<file path="src/rtl/core/scpf_pkg.sv">
// Shared types and constants for the servo command packet framer.
package scpf_pkg;

    localparam int MAX_ENTRIES = 32;

    localparam logic [5:0] COUNT_MAX = 6'(MAX_ENTRIES);

    localparam logic [7:0] HDR_SYNC_A  = 8'hFA;
    localparam logic [7:0] HDR_SYNC_B  = 8'hAF;
    localparam logic [7:0] ADDR_MOVE   = 8'h1E;
    localparam logic [7:0] ADDR_TORQUE = 8'h24;
    localparam logic [7:0] LEN_MOVE    = 8'h04 + 8'h01;
    localparam logic [7:0] LEN_TORQUE  = 8'h01 + 8'h01;

    localparam logic KIND_MOVE   = 1'b0;
    localparam logic KIND_TORQUE = 1'b1;

    // byte slots of one entry, in transmit order
    localparam logic [3:0] SLOT_SYNC_A = 4'd0;
    localparam logic [3:0] SLOT_SYNC_B = 4'd1;
    localparam logic [3:0] SLOT_ZERO_A = 4'd2;
    localparam logic [3:0] SLOT_ZERO_B = 4'd3;
    localparam logic [3:0] SLOT_ADDR   = 4'd4;
    localparam logic [3:0] SLOT_LEN    = 4'd5;
    localparam logic [3:0] SLOT_COUNT  = 4'd6;
    localparam logic [3:0] SLOT_ID     = 4'd7;
    localparam logic [3:0] SLOT_PAY0   = 4'd8;
    localparam logic [3:0] SLOT_PAY1   = 4'd9;
    localparam logic [3:0] SLOT_PAY2   = 4'd10;
    localparam logic [3:0] SLOT_PAY3   = 4'd11;
    localparam logic [3:0] SLOT_CSUM   = 4'd12;

    typedef struct packed {
        logic               req_type;
        logic [7:0]         first_id;
        logic [5:0]         servo_count;
        logic signed [15:0] position;
        logic [15:0]        move_time;
        logic [7:0]         torque_mode;
    } scpf_in_t;

    typedef struct packed {
        logic [7:0] out_byte;
        logic       packet_end;
    } scpf_out_t;

    // one classified entry, handed from front to back
    typedef struct packed {
        logic        first;
        logic        last;
        logic        kind;
        logic [5:0]  count;
        logic [7:0]  servo_id;
        logic [15:0] position;
        logic [15:0] move_time;
        logic [7:0]  torque_mode;
    } scpf_job_t;

endpackage

</file>
<file path="src/rtl/core/scpf_front.sv">
// Front end: accepts entries, tracks packet position, builds job records.
module scpf_front (
    input  logic              clk,
    input  logic              rst_n,
    input  logic              push,
    input  scpf_pkg::scpf_in_t item,
    input  logic              job_full,
    output logic              job_push,
    output scpf_pkg::scpf_job_t job
);
    import scpf_pkg::*;

    logic [5:0] idx_reg, idx_next;
    logic [5:0] count_reg, count_next;
    logic       kind_reg, kind_next;
    logic [7:0] start_reg, start_next;

    logic       first;
    logic [5:0] count_in;
    logic [5:0] count_eff;
    logic       kind_eff;
    logic [7:0] start_eff;
    logic [6:0] idx_inc;
    logic       last;

    assign job_push = push && !job_full;
    assign first    = (idx_reg == 6'd0);

    always_comb
    begin
        priority if (item.servo_count == 6'd0)
            count_in = 6'd1;
        else if (item.servo_count > COUNT_MAX)
            count_in = COUNT_MAX;
        else
            count_in = item.servo_count;
    end

    assign count_eff = first ? count_in : count_reg;
    assign kind_eff  = first ? item.req_type : kind_reg;
    assign start_eff = first ? item.first_id : start_reg;
    assign idx_inc   = {1'b0, idx_reg} + 7'd1;
    assign last      = (idx_inc >= {1'b0, count_eff});

    always_comb
    begin
        job.first       = first;
        job.last        = last;
        job.kind        = kind_eff;
        job.count       = count_eff;
        job.servo_id    = start_eff + {2'b00, idx_reg};
        job.position    = item.position;
        job.move_time   = item.move_time;
        job.torque_mode = item.torque_mode;
    end

    always_comb
    begin
        idx_next   = idx_reg;
        count_next = count_reg;
        kind_next  = kind_reg;
        start_next = start_reg;
        if (job_push)
        begin
            idx_next   = last ? 6'd0 : idx_inc[5:0];
            count_next = count_eff;
            kind_next  = kind_eff;
            start_next = start_eff;
        end
    end

    always_ff @(posedge clk or negedge rst_n)
    begin
        if (!rst_n)
        begin
            idx_reg   <= 6'd0;
            count_reg <= 6'd0;
            kind_reg  <= 1'b0;
            start_reg <= 8'd0;
        end
        else
        begin
            idx_reg   <= idx_next;
            count_reg <= count_next;
            kind_reg  <= kind_next;
            start_reg <= start_next;
        end
    end

endmodule

</file>
<file path="src/rtl/core/scpf_queue.sv">
// Two-entry job queue between front and back.
module scpf_queue (
    input  logic                clk,
    input  logic                rst_n,
    input  logic                wr_en,
    input  scpf_pkg::scpf_job_t wr_job,
    output logic                full,
    input  logic                rd_en,
    output scpf_pkg::scpf_job_t rd_job,
    output logic                valid
);
    import scpf_pkg::*;

    scpf_job_t  slot_reg [2];
    logic       wr_ptr_reg, wr_ptr_next;
    logic       rd_ptr_reg, rd_ptr_next;
    logic [1:0] cnt_reg, cnt_next;
    logic       do_wr, do_rd;

    assign full   = (cnt_reg == 2'd2);
    assign valid  = (cnt_reg != 2'd0);
    assign rd_job = slot_reg[rd_ptr_reg];
    assign do_wr  = wr_en && !full;
    assign do_rd  = rd_en && valid;

    always_comb
    begin
        wr_ptr_next = do_wr ? ~wr_ptr_reg : wr_ptr_reg;
        rd_ptr_next = do_rd ? ~rd_ptr_reg : rd_ptr_reg;
        cnt_next    = cnt_reg + {1'b0, do_wr} - {1'b0, do_rd};
    end

    always_ff @(posedge clk)
    begin
        if (do_wr)
            slot_reg[wr_ptr_reg] <= wr_job;
    end

    always_ff @(posedge clk or negedge rst_n)
    begin
        if (!rst_n)
        begin
            wr_ptr_reg <= 1'b0;
            rd_ptr_reg <= 1'b0;
            cnt_reg    <= 2'd0;
        end
        else
        begin
            wr_ptr_reg <= wr_ptr_next;
            rd_ptr_reg <= rd_ptr_next;
            cnt_reg    <= cnt_next;
        end
    end

endmodule

</file>
<file path="src/rtl/core/scpf_back.sv">
// Back end: walks each job's byte slots, keeps the checksum, holds the output byte.
module scpf_back (
    input  logic                clk,
    input  logic                rst_n,
    input  logic                job_valid,
    input  scpf_pkg::scpf_job_t job,
    output logic                job_pop,
    output logic                empty,
    input  logic                pop,
    output scpf_pkg::scpf_out_t result
);
    import scpf_pkg::*;

    logic       active_reg, active_next;
    logic [3:0] slot_reg, slot_next;
    logic [7:0] csum_reg, csum_next;
    scpf_out_t  out_reg, out_next;
    logic       ovalid_reg, ovalid_next;

    logic       advance;
    logic [3:0] cur_slot;
    logic [7:0] byte_val;
    logic       pay_end;
    logic       job_done;

    assign advance  = job_valid && (!ovalid_reg || pop);
    assign cur_slot = active_reg ? slot_reg : (job.first ? SLOT_SYNC_A : SLOT_ID);
    assign pay_end  = (job.kind == KIND_TORQUE) ? (cur_slot == SLOT_PAY0)
                                                : (cur_slot == SLOT_PAY3);
    assign job_done = (cur_slot == SLOT_CSUM) || (pay_end && !job.last);
    assign job_pop  = advance && job_done;
    assign empty    = !ovalid_reg;
    assign result   = out_reg;

    always_comb
    begin
        unique case (cur_slot)
            SLOT_SYNC_A: byte_val = HDR_SYNC_A;
            SLOT_SYNC_B: byte_val = HDR_SYNC_B;
            SLOT_ZERO_A: byte_val = 8'h00;
            SLOT_ZERO_B: byte_val = 8'h00;
            SLOT_ADDR:   byte_val = (job.kind == KIND_TORQUE) ? ADDR_TORQUE : ADDR_MOVE;
            SLOT_LEN:    byte_val = (job.kind == KIND_TORQUE) ? LEN_TORQUE : LEN_MOVE;
            SLOT_COUNT:  byte_val = {2'b00, job.count};
            SLOT_ID:     byte_val = job.servo_id;
            SLOT_PAY0:   byte_val = (job.kind == KIND_TORQUE) ? job.torque_mode
                                                              : job.position[7:0];
            SLOT_PAY1:   byte_val = job.position[15:8];
            SLOT_PAY2:   byte_val = job.move_time[7:0];
            SLOT_PAY3:   byte_val = job.move_time[15:8];
            SLOT_CSUM:   byte_val = csum_reg;
            default:     byte_val = 8'h00;
        endcase
    end

    always_comb
    begin
        active_next = active_reg;
        slot_next   = slot_reg;
        csum_next   = csum_reg;
        out_next    = out_reg;
        ovalid_next = ovalid_reg;
        if (advance)
        begin
            out_next.out_byte   = byte_val;
            out_next.packet_end = (cur_slot == SLOT_CSUM);
            ovalid_next         = 1'b1;
            if (job_done)
            begin
                active_next = 1'b0;
            end
            else
            begin
                active_next = 1'b1;
                slot_next   = (pay_end && job.last) ? SLOT_CSUM : cur_slot + 4'd1;
            end
            // checksum covers the first zero-sync byte onward
            priority if (cur_slot == SLOT_CSUM)
                csum_next = 8'h00;
            else if (cur_slot == SLOT_ZERO_A)
                csum_next = byte_val;
            else if (cur_slot > SLOT_ZERO_A)
                csum_next = csum_reg ^ byte_val;
        end
        else if (pop)
        begin
            ovalid_next = 1'b0;
        end
    end

    always_ff @(posedge clk)
    begin
        out_reg <= out_next;
    end

    always_ff @(posedge clk or negedge rst_n)
    begin
        if (!rst_n)
        begin
            active_reg <= 1'b0;
            slot_reg   <= SLOT_SYNC_A;
            csum_reg   <= 8'h00;
            ovalid_reg <= 1'b0;
        end
        else
        begin
            active_reg <= active_next;
            slot_reg   <= slot_next;
            csum_reg   <= csum_next;
            ovalid_reg <= ovalid_next;
        end
    end

    a_active_has_job: assert property (@(posedge clk) disable iff (!rst_n)
        active_reg |-> job_valid)
        else $error("sequencer mid-entry with no job queued");

    a_slot_range: assert property (@(posedge clk) disable iff (!rst_n)
        active_reg |-> (slot_reg != SLOT_SYNC_A && slot_reg <= SLOT_CSUM))
        else $error("sequencer slot out of range");

    a_csum_ends_job: assert property (@(posedge clk) disable iff (!rst_n)
        (advance && cur_slot == SLOT_CSUM) |-> (job_pop && job.last))
        else $error("checksum byte without closing the last entry");

    a_end_clears_sum: assert property (@(posedge clk) disable iff (!rst_n)
        (advance && cur_slot == SLOT_CSUM) |=> (csum_reg == 8'h00 && !active_reg))
        else $error("checksum not cleared after packet end");

endmodule

</file>
<file path="src/rtl/core/servo_command_packet_framer.sv">
// Top level of the servo command packet framer.
//
//  channel   direction  handshake             payload
//  entry     in         push / full           item   (scpf_in_t)
//  byte      out        pop / empty           result (scpf_out_t)
//
// One output byte per clock from the back sequencer's output register, while a job is queued and pop keeps up.
// A move entry is 5 bytes, a torque entry 2; the first entry of a
// packet adds 7 header bytes and the last adds 1 checksum byte.
// Entries are taken while the two-entry job queue has room, so the front
// accepts while the back still drains an earlier entry.
// rst_n clears packet position, queue and output valid; no clearing pass.
// A stalled pop holds the output byte and backs up through the queue to full.
module servo_command_packet_framer (
    input  logic                clk,
    input  logic                rst_n,
    input  logic                push,
    output logic                full,
    input  scpf_pkg::scpf_in_t  item,
    output logic                empty,
    input  logic                pop,
    output scpf_pkg::scpf_out_t result
);
    import scpf_pkg::*;

    logic      job_push;
    scpf_job_t front_job;
    scpf_job_t head_job;
    logic      head_valid;
    logic      head_pop;

    scpf_front u_front (
        .clk      (clk),
        .rst_n    (rst_n),
        .push     (push),
        .item     (item),
        .job_full (full),
        .job_push (job_push),
        .job      (front_job)
    );

    scpf_queue u_queue (
        .clk    (clk),
        .rst_n  (rst_n),
        .wr_en  (job_push),
        .wr_job (front_job),
        .full   (full),
        .rd_en  (head_pop),
        .rd_job (head_job),
        .valid  (head_valid)
    );

    scpf_back u_back (
        .clk       (clk),
        .rst_n     (rst_n),
        .job_valid (head_valid),
        .job       (head_job),
        .job_pop   (head_pop),
        .empty     (empty),
        .pop       (pop),
        .result    (result)
    );

endmodule

</file>
<file path="config.mk">
export PLATFORM = sky130hd
export DESIGN_NAME = servo_command_packet_framer
export DESIGN_NICKNAME = d
export VERILOG_FILES = /design/src/rtl/core/scpf_pkg.sv /design/src/rtl/core/scpf_front.sv /design/src/rtl/core/scpf_queue.sv /design/src/rtl/core/scpf_back.sv /design/src/rtl/core/servo_command_packet_framer.sv
export SDC_FILE = /design/constraint.sdc
export NUM_CORES = 1
export LEC_CHECK = 0
export ABC_AREA = 1
export ABC_CLOCK_PERIOD_IN_PS = 5300
export BUFFER_PORTS_ARGS = -buffer_cell sky130_fd_sc_hd__buf_2
export CORE_ASPECT_RATIO = 0.7
export CORE_MARGIN = 2
export CORE_UTILIZATION = 50
export CTS_CLUSTER_SIZE = 20
export DETAILED_ROUTE_END_ITERATION = 8
export PLACE_DENSITY = 0.81
export SLEW_MARGIN = 20
export SYNTH_ARGS = -nofsm -noshare
export SYNTH_HDL_FRONTEND = slang
export SYNTH_HIERARCHICAL = 1
export SYNTH_SLANG_ARGS = --single-unit
</file>
<file path="constraint.sdc">
create_clock -name clk -period 5.3 [get_ports clk]
set_input_delay 0.53 -clock clk [delete_from_list [all_inputs] [get_ports clk]]
set_output_delay 0.53 -clock clk [all_outputs]
set_load 0.02 [all_outputs]
</file>
==> results.md, run 1 <==
* Fraction of power consumed by sequential logic at 36.7%
* Clock transition at path regs at 0.07 ns
* Layout cells sized above 1 at 18.03%
* Yosys top cell area share at 44.77%
* Max FFs per register at 114
* Switching power at 0.002597 W
* First drt pass iteration count at 6
* Total wirelength of the detailed-routed design at 17400 um
* Hold/Removal Path Class: in -> async
* Layout net count at 995
* Met2 layer wire length in the routed design at 7507 um
* DRC violations left at 0
* Number of buffers added by the clock tree synthesis step at 17
* H-tree levels at 4
* Full die area at 17560 um^2
* R2R Setup Slk at 2.07 ns
* Sum of net half-perimeters after detailed placement at 12210 um
* Antenna violations before repair at 0
* Total nets after synthesis at 967
* Internal at 0.003348 W
* Global-route wire length before repair at 27600 um
* Overall power after layout at 0.005945 W
* Footprint of the flip-flops and latches at 4671 um^2
* Area occupied by multi-input gates at 2810 um^2
* Clock latency on the worst-skew pair at 0.42 ns
* Count of nets left with antenna violations after detail routing at 0
* Initial DRC count at 674
* Max-slew violations at 0
* Cell type contributing the most total cell area after synthesis: edfxtp_1
* Standard-cell rows at 39
* Worst ir drop on vdd at 0.3036 mV
* Power Density at 658.9 nW/um^2
* Data arrival at the endpoint of the critical path at 3.55 ns
* Maximum clock frequency at 309.1 MHz
* CP Launch Type: flip-flop
* Top-Level Pins at 70
* Starting density of the core at 50.77%
* Worst slew margin relative to its limit at 37.18%
* Slew of the pin with the lowest slew margin at 0.9422 ns
* Instance count of the mapped netlist at 891
* Clock Root Buffer: clkbuf_16
* Area growth from synthesis to layout at 9.357%
* Total number of clock tree sinks at 162
* Flops & latches, synth at 162
* Commonest cells after routing, fill and taps aside: nand2_1, edfxtp_1, buf_2
* Buffers inserted during post-CTS setup optimization at 0
* Pin count of the biggest net entering global routing at 43
* Highest metal layer with signal wires: met4
* Post-cts hold buffer count at 0
* Required time of the worst setup path at 5.62 ns
* Distinct cell type count of the synthesized netlist at 39
* Final worst path period need at 3.235 ns
* Syn_area_per_cell at 9.260 um^2
* Post-Synthesis Cell Area at 8250 um^2
* Fin crit share at 61.04%
* Total of warnings raised by yosys at 6
* Chip width at 157.5 um
* Maximum Capacitance Violations at 0
* Top fanout value on the critical path at 33
* Final-layout fill cell count at 1422
* Net Sw Frac at 43.69%
* Critical path class: reg -> reg
* RSZ-0062 raised after global routing: no
* Fraction of the yosys area taken by sequential cells at 56.60%
* Number of global-route vias before repair at 5459
* Status: finished, final reports clean
* Count of buffers from port buffering at 69
* Vias per inst at 5.109
* Diodes inserted at 0
* Number of failing setup endpoints in the final timing report at 0
* Met3 wire len at 1483 um
* Clock skew at 0.009358 ns
* GR Util All Layers at 20.55%
* Number of hold violations in the final report at 0
* Core area at 16250 um^2
* Y dimension of the die at 111.5 um
* Total negative setup slack at 0 ns
* Largest cells by area after synthesis: edfxtp_1, nand2_1, dfrtp_1
* Cell total after placement at 1125
* Static Leakage at 4.233 nW
* Clock share of power at 19.9%
* Combinational share of power at 43.3%
* Maximum root-to-sink buffer count at 2
* Count of placed standard cells in the final layout, fillers left out at 1157
* Met1 wire length at 8180 um
* Worst hold slack at 0.2348 ns
* Routed wirelength normalized by instance count at 15.04 um
* Number of gates resized after CTS at 0
* Kind of end point of the critical path: flip-flop
* DR vias at 5911
* Total gr overflow at 0
* GP Congestion at 0.9475
* Most common cell after layout, fill and taps aside: nand2_1
* Clock tree from TritonCTS: built
-- per-stage QoR --
| step | utilization (%) | cell area [um^2] | setup slack [ns] |
|---|---|---|---|
| 2_1_floorplan | - | 8250 | 1.226 |
| 3_3_place_gp | 51.88 | 8431 | 2.194 |
| 3_5_place_dp | 51.88 | 8431 | 2.103 |
| 4_1_cts | 55.52 | 9022 | 2.102 |
| 5_1_grt | 55.52 | 9022 | 1.738 |
| 6_report | 55.52 | 9022 | 2.065 |
-- layout make-up --
class	count	share of cell area, %
sequential	162	51.77
multi-input combinational	590	31.15
clock buffer	17	4.715
timing repair buffer	74	4.244
inverter	74	3.162
tap	225	3.120
clock inverter	15	1.844
-- routing by layer --
metal / up-vias / GRT usage, %
li1: 2891 / -
met1: 2757 / 30.81
met2: 239 / 29.37
met3: 24 / 5.761
met4: 0 / 5.758
met5: - / 0
-- power groups by stage --
stage / Combinational, W / Clock [W] / Sequential, W
final: 0.00258 / 0.00119 / 0.00218
after global routing: 0.00289 / 0.00126 / 0.00223
after CTS: 0.00254 / 0.00120 / 0.00218
after detailed placement: 0.00252 / 0 / 0.00220
after global placement: 0.00244 / 0 / 0.00219
after floorplan: 0.00199 / 0 / 0.00218
-- Yosys cell counts, drive strengths merged --
cell    instances
a211oi          1
a21o            1
a21oi           4
a31oi           3
and3            1
buf            62
clkbuf          3
clkinv          1
dfrtp          39
edfxtp        123
fa              1
ha             16
inv            73
nand2         402
nand3          64
nand3b          3
nand4           5
nor2           41
nor3b           2
o21ai          34
o21bai          1
or2             2
xnor2           3
xor2            6
-- path summary, 6_finish.rpt --
kind,startpoint,endpoint,depth (start not counted)
setup / recovery,u_queue/rd_ptr_reg,u_queue/cnt_reg[1],17
hold / removal,rst_n,u_back/csum_reg[6],1
setup reg to reg,u_queue/rd_ptr_reg,u_queue/cnt_reg[1],17
hold reg to reg,u_queue/wr_ptr_reg,u_queue/wr_ptr_reg,2
max in group asynchronous,rst_n,u_queue/rd_ptr_reg,1
min in group clk,item[33],u_queue/slot_reg[1][33],1
-- critical path, stage by stage (launching register included) --
cell and delay (ns):
dfrtp_2 0.64, inv_2 0.35, nand2_1 0.08, nand2_1 0.38
clkinv_1 0.37, nand3_1 0.18, nand2_1 0.08, nand2_1 0.09
nand2_2 0.09, inv_2 0.06, nor2_2 0.04, nand2_1 0.09
inv_1 0.04, ha_1 0.26, inv_1 0.04, ha_1 0.19
nand3_1 0.08, nand2_1 0.05
-- cell families after synthesis --
group | count (synthesis) | share of synthesized area [%]
buffers and inverters | 139 | 9.433
AO/OA/AOI/OAI | 44 | 3.579
flip-flops | 162 | 56.60
XOR/XNOR | 9 | 0.9555
AND/OR/NAND/NOR | 520 | 26.77
adder cells (fa/ha/maj) | 17 | 2.669
(Power assumes the default switching activity.)
==> run 2, diff against run 1 <==
- ABC_CLOCK_PERIOD_IN_PS: 5300 -> 2720
- PLACE_DENSITY: 0.81 -> 0.83
- clock period: 5.3 -> 2.72 ns (I/O delays scaled with it)
==> results.md, run 2 (synthesized netlist as in run 1, its figures left out) <==
* Status: finished, final reports clean (unchanged)
* Critical path cell sequence: inv_1 > ha_1 > nand3_4 > clkinv_8 > nand2_2 > o21ai_2 > ha_2 > nand2_1 > nor2_1 > nand2_1 > nand3_1 > nand2_1 > nand2_1 > nand2_1 > nand2_1 > nand2_1 (was inv_2 > nand2_1 > nand2_1 > clkinv_1 > nand3_1 > nand2_1 > nand2_1 > nand2_2 > inv_2 > nor2_2 > nand2_1 > inv_1 > ha_1 > inv_1 > ha_1 > nand3_1 > nand2_1)
* Critical path's slowest cell: dfrtp_2 (unchanged)
* Overall power after layout at 0.01168 W (was 0.005945 W)
* Worst hold slack at 0.03949 ns (was 0.2348 ns)
* Total negative setup slack at 0 ns (unchanged)
* Layout cells sized above 1 at 19.21% (was 18.03%)
* Initial DRC count at 667 (was 674)
* Standard-cell rows at 39 (unchanged)
* Max-slew violations at 0 (unchanged)
* End of the worst register-to-register path: u_queue/slot_reg[1][47] (was u_queue/cnt_reg[1])
* Largest stage delay on the critical path at 0.43 ns (was 0.64 ns)
* DRC violations left at 0 (unchanged)
* Count of buffers from port buffering at 69 (unchanged)
* Place WS at 0.1635 ns (was 2.103 ns)
* Diodes inserted at 0 (unchanged)
* GP Congestion at 0.9920 (was 0.9475)
* Global-route wire length before repair at 27810 um (was 27600 um)
* Endpoint, Worst Hold: u_queue/slot_reg[1][6]
* Commonest cells after routing, fill and taps aside: nand2_1, edfxtp_1, buf_2 (unchanged)
* Maximum clock frequency at 394.7 MHz (was 309.1 MHz)
* R2R Setup Slk at 0.19 ns (was 2.07 ns)
* Slew of the pin with the lowest slew margin at 0.6873 ns (was 0.9422 ns)
* Number of hold violations in the final report at 0 (unchanged)
* Total gr overflow at 0 (unchanged)
* Hold/Removal Path Class: in -> reg (was in -> async)
* Clock skew at 0.008539 ns (was 0.009358 ns)
* RSZ-0062 raised after global routing: no (unchanged)
* Power Density at 1282 nW/um^2 (was 658.9 nW/um^2)
* Final setup slack of the worst path at 0.1865 ns (was 2.065 ns)
* Top cell family by delay on the critical path: simple AND/OR/NAND/NOR gates (unchanged)
* Static Leakage at 4.253 nW (was 4.233 nW)
* Core area at 16250 um^2 (unchanged)
* Instance count on the critical path at 16 (was 17)
* Maximum Capacitance Violations at 0 (unchanged)
* Required time of the worst setup path at 2.90 ns (was 5.62 ns)
* Full die area at 17560 um^2 (unchanged)
* Vias per inst at 5.050 (was 5.109)
* Count of cells along the worst register-to-register path at 16 (was 17)
* Layout net count at 1005 (was 995)
* Clock transition at path regs at 0.07 ns (about the same)
* Maximum root-to-sink buffer count at 2 (unchanged)
* Total wirelength of the detailed-routed design at 17250 um (was 17400 um)
* Top fanout value on the critical path at 18 (was 33)
* Antenna violations before repair at 0 (unchanged)
* Critical path class: reg -> reg (unchanged)
* Top-Level Pins at 70 (unchanged)
* Final worst path period need at 2.534 ns (was 3.235 ns)
* Most common cell after layout, fill and taps aside: nand2_1 (unchanged)
* Fin crit share at 93.14% (was 61.04%)
* Clock tree from TritonCTS: built (unchanged)
* Number of global-route vias before repair at 5463 (was 5459)
* DR vias at 5893 (was 5911)
* Number of buffers added by the clock tree synthesis step at 17 (unchanged)
* Most numerous cell on the critical path: nand2_1 (unchanged)
* Sum of net half-perimeters after detailed placement at 12140 um (was 12210 um)
* Worst slew margin relative to its limit at 54.18% (was 37.18%)
* Final-layout fill cell count at 1366 (was 1422)
* Worst path buffer plus inverter count at 2 (was 5)
* Number of failing setup endpoints in the final timing report at 0 (unchanged)
* CP Launch Type: flip-flop (unchanged)
* Area growth from synthesis to layout at 10.43% (was 9.357%)
* Starting density of the core at 50.77% (unchanged)
* Max FFs per register at 114 (unchanged)
* Clock Root Buffer: clkbuf_16 (unchanged)
* Fraction of the core area covered by cells at the end of the flow at 56.07% (was 55.52%)
* Reg2Reg Launch Point: u_front/idx_reg[1] (was u_queue/rd_ptr_reg)
* Clock latency on the worst-skew pair at 0.42 ns (about the same)
* GR Util All Layers at 20.68% (was 20.55%)
* Data arrival at the endpoint of the critical path at 2.71 ns (was 3.55 ns)
* H-tree levels at 4 (unchanged)
* Min-Delay Startpoint: item[6]
* Kind of end point of the critical path: flip-flop (unchanged)
* Buffers inserted during post-CTS setup optimization at 0 (unchanged)
* Pin count of the biggest net entering global routing at 58 (was 43)
* First drt pass iteration count at 5 (was 6)
* Count of nets left with antenna violations after detail routing at 0 (unchanged)
* Total number of clock tree sinks at 162 (unchanged)
* Routed wirelength normalized by instance count at 14.78 um (was 15.04 um)
* Worst ir drop on vdd at 0.6098 mV (was 0.3036 mV)
* Chip width at 157.5 um (unchanged)
* Y dimension of the die at 111.5 um (unchanged)
* Worst hold stages at 1
run 2: changes by cell type in the layout (fill, tap and decap cells not counted), moves of 2 or more:
| cell | change |
|---|---|
| ha_1 | -2 |
| dfrtp_2 | +2 |
| buf_4 | +7 |
| inv_8 | -5 |
| ha_2 | +2 |
| clkinvlp_4 | +5 |
| dfrtp_1 | -2 |
| clkinv_2 | +2 |
| buf_12 | +2 |
| clkinv_8 | -3 |
run 2: how the worst max path moves through the flow:
stage / from / end
6_report: u_front/idx_reg[1] / u_queue/slot_reg[1][47]
5_1_grt: u_back/active_reg / u_queue/cnt_reg[1]
4_1_cts: u_back/active_reg / u_queue/cnt_reg[1]
3_5_place_dp: u_back/active_reg / u_queue/cnt_reg[1]
3_3_place_gp: u_front/idx_reg[1] / u_queue/slot_reg[0][55]
2_1_floorplan: u_queue/cnt_reg[1] / u_queue/slot_reg[1][0]
run 2: power by group:
| part | leakage [nW] | total [W] | internal, W | switching, W |
|---|---|---|---|---|
| logic | 2.36 | 0.00527 | 0.00157 | 0.00370 |
| clock network | 0.260 | 0.00222 | 0.00126 | 0.000959 |
| registers | 1.63 | 0.00418 | 0.00385 | 0.000338 |
run 2: area by class of cell:
type / count / area, um^2 / share of cell area (%)
sequential: 162 / 4673 / 51.29
clock buffer: 17 / 425.4 / 4.669
multi-input combinational: 590 / 2818 / 30.93
timing repair buffer: 84 / 485.5 / 5.328
inverter: 74 / 294.0 / 3.227
clock inverter: 15 / 133.9 / 1.469
tap: 225 / 281.5 / 3.090
run 2: layer usage:
metal	share of wire, %	GRT usage [%]
met2	43	29.78
met1	47	32.03
met5	0	0
met4	0.93	5.091
met3	8.6	4.438
run 2: what timing repair did:
item / 4_1_cts / 5_1_grt
hold endpoints to repair: 26 / 0
resized for setup: 0 / 6
hold buffers: 1 / 0
setup endpoints to repair: 0 / 6
run 2: per-stage QoR:
stage	instance area, um^2	cells
2_1_floorplan	8262	891
3_3_place_gp	8527	1134
3_5_place_dp	8527	1134
4_1_cts	9096	1167
5_1_grt	9111	1167
6_report	9111	1167
